===== config.mk =====
export PLATFORM = sky130hd
export DESIGN_NAME = signed_binary_to_decimal_ascii_core
export DESIGN_NICKNAME = d
export VERILOG_FILES = /design/src/design/sbda_pkg.sv /design/src/design/signed_binary_to_decimal_ascii_core.sv
export SDC_FILE = /design/constraint.sdc
export NUM_CORES = 2
export LEC_CHECK = 0
export ABC_AREA = 0
export BUFFER_PORTS_ARGS = -buffer_cell sky130_fd_sc_hd__buf_4
export CAP_MARGIN = 10
export CORE_MARGIN = 3
export CORE_UTILIZATION = 30
export CTS_CLUSTER_SIZE = 20
export DETAILED_ROUTE_END_ITERATION = 8
export HOLD_SLACK_MARGIN = 0.06
export RECOVER_POWER = 50
export SLEW_MARGIN = 20
export SYNTH_ARGS = -nofsm -noshare
export SYNTH_HDL_FRONTEND = slang
export SYNTH_SLANG_ARGS = --single-unit

===== constraint.sdc =====
create_clock -name aclk -period 15.7 [get_ports aclk]
set_input_delay 1.57 -clock aclk [delete_from_list [all_inputs] [get_ports aclk]]
set_output_delay 1.57 -clock aclk [all_outputs]
set_load 0.03 [all_outputs]

===== src/design/sbda_pkg.sv =====
// Shared constants and helpers for the signed binary to decimal text converter.
package sbda_pkg;

    localparam int DIGIT_COUNT_DEF = 10;
    // Positions beyond ten can never hold a nonzero digit of a 32-bit magnitude.
    localparam int DIGIT_MAX       = 10;
    localparam int NUM_W           = 32;
    localparam int MAG_W           = 32;
    // Wide enough for eight times one billion.
    localparam int CMP_W           = 34;
    localparam int CHAR_W          = 6;
    localparam int TDATA_OUT_W     = 8;

    localparam logic [CHAR_W-1:0] CODE_ZERO  = 6'd48;
    localparam logic [CHAR_W-1:0] CODE_MINUS = 6'd45;
    localparam logic [CHAR_W-1:0] CODE_NINE  = 6'd57;

    // Ten to the power n, evaluated at elaboration only.
    function automatic logic [63:0] pow10(input int n);
        logic [63:0] r;
        r = 64'd1;
        for (int i = 0; i < n; i++) begin
            r = r * 64'd10;
        end
        return r;
    endfunction

endpackage


===== src/design/signed_binary_to_decimal_ascii_core.sv =====
// Signed 32-bit integer to decimal ASCII text converter, one character per output request.
//
// Each input request carries one two's complement number; the output channel returns its
// decimal text one character per request: a minus sign for negative values, then the digits
// with leading zeros suppressed (a lone '0' for zero), the final character flagged by tlast.
// The digits come out of a pipeline of 2 + 2*P stages (P = DIGIT_COUNT clamped to 1..10),
// each digit stage doing two restoring compare-subtract steps, and the last stage feeds the
// character serializer. The serializer sends one character per cycle while m_tready is high,
// so a number occupies the output for its text of 1 to 11 characters, and that length sets
// the sustained input rate; a new number can enter every cycle while the pipeline has room.
// With DIGIT_COUNT below ten, larger magnitudes saturate to all nines.
module signed_binary_to_decimal_ascii_core #(
    parameter int DIGIT_COUNT = sbda_pkg::DIGIT_COUNT_DEF
) (
    input  logic                                  aclk,
    input  logic                                  aresetn,
    input  logic                                  s_tvalid,
    output logic                                  s_tready,
    input  logic signed [sbda_pkg::NUM_W-1:0]     s_tdata,   // [31:0] number
    output logic                                  m_tvalid,
    input  logic                                  m_tready,
    output logic        [sbda_pkg::TDATA_OUT_W-1:0] m_tdata, // [5:0] char_code, [7:6] zero
    output logic                                  m_tlast    // last_char
);
    import sbda_pkg::*;

    localparam int EFF   = (DIGIT_COUNT < 1) ? 1 :
                           ((DIGIT_COUNT > DIGIT_MAX) ? DIGIT_MAX : DIGIT_COUNT);
    localparam bit CAP_EN = (DIGIT_COUNT < DIGIT_MAX);
    localparam logic [MAG_W-1:0] CAP = MAG_W'(pow10(EFF) - 64'd1);
    localparam int NSTG  = 2 + 2 * EFF;
    localparam int PTR_W = (EFF > 1) ? $clog2(EFF) : 1;

    typedef struct packed {
        logic                 neg;
        logic [MAG_W-1:0]     mag;
        logic [EFF-1:0][3:0]  digs;   // index 0 is the most significant position
    } stg_t;

    stg_t             stg_reg  [NSTG];
    stg_t             stg_next [NSTG];
    logic [NSTG-1:0]  vld_reg;
    logic [NSTG-1:0]  vin;
    logic [NSTG:0]    rdy;

    logic                 busy_reg, busy_next;
    logic                 minus_reg, minus_next;
    logic [PTR_W-1:0]     ptr_reg, ptr_next;
    logic [EFF-1:0][3:0]  digs_reg, digs_next;
    logic [PTR_W-1:0]     first_idx;
    logic                 load;
    logic                 out_done;
    logic [CHAR_W-1:0]    char_code;

    assign s_tready = rdy[0];

    for (genvar j = 0; j < NSTG; j++) begin : g_stg
        // A stage takes a new request when it is empty or its contents move on.
        assign rdy[j] = !vld_reg[j] || rdy[j+1];

        if (j == 0) begin : g_in
            assign vin[j] = s_tvalid;
            always_comb begin
                stg_next[j].neg  = s_tdata[NUM_W-1];
                stg_next[j].mag  = s_tdata[NUM_W-1] ? (~s_tdata[NUM_W-1:0] + MAG_W'(1))
                                                     : s_tdata[NUM_W-1:0];
                stg_next[j].digs = '0;
            end
        end else if (j == 1) begin : g_cap
            assign vin[j] = vld_reg[j-1];
            always_comb begin
                stg_next[j] = stg_reg[j-1];
                if (CAP_EN && (stg_reg[j-1].mag > CAP)) begin
                    stg_next[j].mag = CAP;
                end
            end
        end else begin : g_dig
            localparam int D  = (j - 2) / 2;
            localparam int K1 = (((j - 2) % 2) == 0) ? 3 : 1;
            localparam int K0 = K1 - 1;
            localparam logic [CMP_W-1:0] W1 = CMP_W'(pow10(EFF - 1 - D) << K1);
            localparam logic [CMP_W-1:0] W0 = CMP_W'(pow10(EFF - 1 - D) << K0);
            logic [CMP_W-1:0] m1;
            logic [CMP_W-1:0] m0;
            logic             b1;
            logic             b0;
            assign vin[j] = vld_reg[j-1];
            always_comb begin
                m1 = {{(CMP_W-MAG_W){1'b0}}, stg_reg[j-1].mag};
                b1 = (m1 >= W1);
                m0 = b1 ? (m1 - W1) : m1;
                b0 = (m0 >= W0);
                stg_next[j]            = stg_reg[j-1];
                stg_next[j].mag        = MAG_W'(b0 ? (m0 - W0) : m0);
                stg_next[j].digs[D][K1] = b1;
                stg_next[j].digs[D][K0] = b0;
            end
        end

        always_ff @(posedge aclk) begin
            if (!aresetn) begin
                vld_reg[j] <= 1'b0;
            end else if (rdy[j]) begin
                vld_reg[j] <= vin[j];
            end
        end

        always_ff @(posedge aclk) begin
            if (rdy[j]) begin
                stg_reg[j] <= stg_next[j];
            end
        end
    end

    // Character serializer.
    assign m_tvalid  = busy_reg;
    assign m_tlast   = !minus_reg && (ptr_reg == PTR_W'(EFF - 1));
    assign char_code = minus_reg ? CODE_MINUS
                                 : (CODE_ZERO + {{(CHAR_W-4){1'b0}}, digs_reg[ptr_reg]});
    assign m_tdata   = {{(TDATA_OUT_W-CHAR_W){1'b0}}, char_code};

    assign out_done  = busy_reg && m_tready && m_tlast;
    assign rdy[NSTG] = !busy_reg || out_done;
    assign load      = rdy[NSTG] && vld_reg[NSTG-1];

    // First nonzero digit, or the lowest position when the value is zero.
    always_comb begin
        first_idx = PTR_W'(EFF - 1);
        for (int i = EFF - 1; i >= 0; i--) begin
            if (stg_reg[NSTG-1].digs[i] != 4'd0) begin
                first_idx = PTR_W'(i);
            end
        end
    end

    always_comb begin
        busy_next  = busy_reg;
        minus_next = minus_reg;
        ptr_next   = ptr_reg;
        digs_next  = digs_reg;
        if (busy_reg && m_tready && !m_tlast) begin
            if (minus_reg) begin
                minus_next = 1'b0;
            end else begin
                ptr_next = ptr_reg + PTR_W'(1);
            end
        end
        if (load) begin
            busy_next  = 1'b1;
            minus_next = stg_reg[NSTG-1].neg;
            ptr_next   = first_idx;
            digs_next  = stg_reg[NSTG-1].digs;
        end else if (out_done) begin
            busy_next = 1'b0;
        end
    end

    always_ff @(posedge aclk) begin
        if (!aresetn) begin
            busy_reg  <= 1'b0;
            minus_reg <= 1'b0;
        end else begin
            busy_reg  <= busy_next;
            minus_reg <= minus_next;
        end
    end

    always_ff @(posedge aclk) begin
        ptr_reg  <= ptr_next;
        digs_reg <= digs_next;
    end

endmodule


==> metrics.md <==
| Metric | Value |
|---|---|
| Status | finished, violations left |
| Failing checks | max-capacitance violations, max-slew violations |
| VDD IR max | 125 µV |
| Power Density | 192 nW/µm² |
| Sw Ratio | 0.389 |
| Crit Path Category | flip-flop to output pin |
| Syn. warnings | 0 |
| Final hold violation count | 0 |
| Slew Limit Fails | 546 |
| EDFF count, synth | 1137 |
| Layout Nets | 6064 |
| Initial antenna violation count | 1 |
| Startpoint Class | flip-flop |
| Worst slew pin tran | 3.73 ns |
| Gate count of the mapped netlist | 5990 |
| Syn Area/Cell | 10.8 µm² |
| Chip width | 471 µm |
| GRT Util Overall | 0.125 |
| Max clock buf depth | 3 |
| Core Rows | 169 |
| CTS buffer count | 112 |
| Yosys top cell area share | 0.527 |
| # Post-CTS Setup Buffers | 0 |
| Pre-antenna DRT Iters | 6 |
| CTS tree | built |
| Largest net degree at the start of global routing | 71 |
| Clock share of power | 0.195 |
| Multi-input logic area | 28600 µm² |
| Die Height | 471 µm |
| Final period utilization | 0.554 |
| Initial Utilization | 0.304 |
| # Max-Cap Violations | 10 |
| Synth Register Bits | 1161 |
| Layout cell share with drive strength beyond 1 | 0.0656 |
| Logic pwr share | 0.388 |
| First-pass GRT wire length | 233 mm |
| Core area | 213000 µm² |
| Tmin final | 8.70 ns |
| Yosys cell types | 110 |
| P_int | 8.45 mW |
| Initial DRC count | 3346 |
| Clock sinks | 1161 |
| Commonest non-fill, non-tap cell in the layout | edfxtp_1 |
| Synth area leader | edfxtp_1 |
| Antenna violation net count after detailed routing | 0 |
| Synth Cell Area | 64800 µm² |
| Fin Clk Skew | 0.0385 ns |
| Die ar. | 222000 µm² |
| Reg area | 34600 µm² |
| Vias in the first global route | 44439 |
| Grt ovf | 0 |
| Predominant post-synthesis flop cell | edfxtp_1 |
| DR DRC count | 0 |
| Commonest non-fill, non-tap cells in the layout | edfxtp_1, xnor2_1, nor2_1, nand2_1, xor2_1 |
| Place WS | 8.42 ns |
| Clock slew at reported path FFs | 0.06 ns |
| Setup TNS | 0 ns |
| Ports | 47 |
| Final wirelength | 145 mm |
| GPL Wtd Cong | 0.876 |
| Top cells by area, synth | edfxtp_1, xnor2_1, xor2_1, nand2_1, nor2_1 |
| Hold/Removal Path Class | flip-flop to flip-flop |
| Vias per cell | 5.19 |
| Sequential area share after synthesis | 0.534 |
| CTS Hold Bufs | 0 |
| Crit Path Max Fanout | 41 |
| Slew Limit Headroom | -1.49 |
| FMAX | 115 MHz |
| CTS resizes | 0 |
| Via count | 46142 |
| Setup violators final | 0 |
| Flop2flop setup slack | 9.15 ns |
| Leakage power | 23.1 nW |
| Wirelength per Cell | 16.3 µm |
| Final worst setup slack | 7.00 ns |
| RSZ-0062 raised after global routing | no |
| Clock latency on the worst-skew pair | 0.74 ns |
| Flip-flop count of the largest register after layout | 1094 |
| Worst setup EP type | output pin |
| Critical Path RT | 14.13 ns |
| H-tree levels | 3 |
| Detail Placement HPWL | 108 mm |
| Port Buffers | 43 |
| P_sw | 5.37 mW |
| Area delta synth->final | 10.8% |
| Asr flop ratio synth | 0 |
| Fill cells | 21230 |
| Reg power frac | 0.417 |
| Worst path arrival time | 7.13 ns |
| Clk Tree Root Cell | clkbuf_16 |
power groups by stage:
stage                     clock (mW)  combinational [mW]  sequential (mW)
after global routing            2.91                5.97             5.89
final                           2.69                5.37             5.76
after detailed placement           0                5.32             5.80
after CTS                       2.78                5.35             5.74
after floorplan                    0                4.51             5.20
after global placement             0                5.24             5.77
Yosys cell counts, types with 61 or more instances:
cell type  instances
edfxtp_1        1137
xnor2_1          501
nand2_1          487
nor2_1           485
xor2_1           288
o21ai_0          267
nor3_1           252
a21oi_1          227
inv_1            187
nand3_1          175
clkbuf_1         166
nor4_1           146
or3_1            100
nand4_1           81
nand2b_1          76
o31ai_1           76
nor2b_1           69
or4_1             69
and3_1            64
a211oi_1          61
cells by family after synthesis:
logic type	Yosys count	synth area share
DFF	1161	0.534
and+or+nand+nor	2328	0.189
adders and majority gates	50	0.00965
muxes	69	0.0123
buffers and inverters	412	0.0251
other	2	0.000116
xor gates and xnor gates	789	0.107
AOI/OAI and AO/OA	1179	0.123
worst max-delay path: stages, from the launching register on:
cell and delay, ns:
edfxtp_1 0.86, ha_1 0.26, nor4bb_1 0.45, a21boi_0 0.35
and2_0 0.37, clkinv_1 0.08, clkbuf_1 1.63, nor4_1 0.23
clkbuf_1 0.35, and3_1 0.33, and3_1 0.23, and3_1 0.25
nand3_2 0.67, buf_4 0.30
layout make-up:
| cell class | instances | share of cell area |
|---|---|---|
| repair buffers | 89 | 0.00826 |
| clock buffers | 137 | 0.0418 |
| well taps | 2821 | 0.0492 |
| flip-flops and latches | 1161 | 0.482 |
| multi-input cells | 4418 | 0.399 |
| clock inverters | 66 | 0.00962 |
| inverters | 196 | 0.0103 |
| diodes | 2 | 0.0000697 |
metrics by stage:
stage	std cells	utilization	cell area, µm²	power (mW)	hold WS (ns)
after floorplan	5991	-	64800	9.71	0.400
after global placement	8685	0.320	68200	11.0	0.401
after detailed placement	8685	0.320	68200	11.1	0.405
after CTS	8888	0.337	71900	13.9	0.389
after global routing	8890	0.337	71800	14.8	0.400
final	8890	0.337	71800	13.8	0.400
final timing paths:
check,from,to,depth (start not counted)
setup / recovery,ptr_reg[0],s_tready,13
hold / removal,stg_reg[2][25],stg_reg[2][98],0
setup reg to reg,stg_reg[2][262],stg_reg[2][341],15
hold reg to reg,stg_reg[2][25],stg_reg[2][98],0
routing by layer:
| layer | vias to the layer above | GRT usage | routed length [µm] |
|---|---|---|---|
| li1 | 22564 | - | - |
| met2 | 1043 | 0.218 | 71000 |
| met3 | 259 | 0.0174 | 6250 |
| met1 | 22276 | 0.161 | 64200 |
| met4 | 0 | 0.0380 | 3690 |
| met5 | - | 0 | 0 |
(Power assumes the default switching activity.)
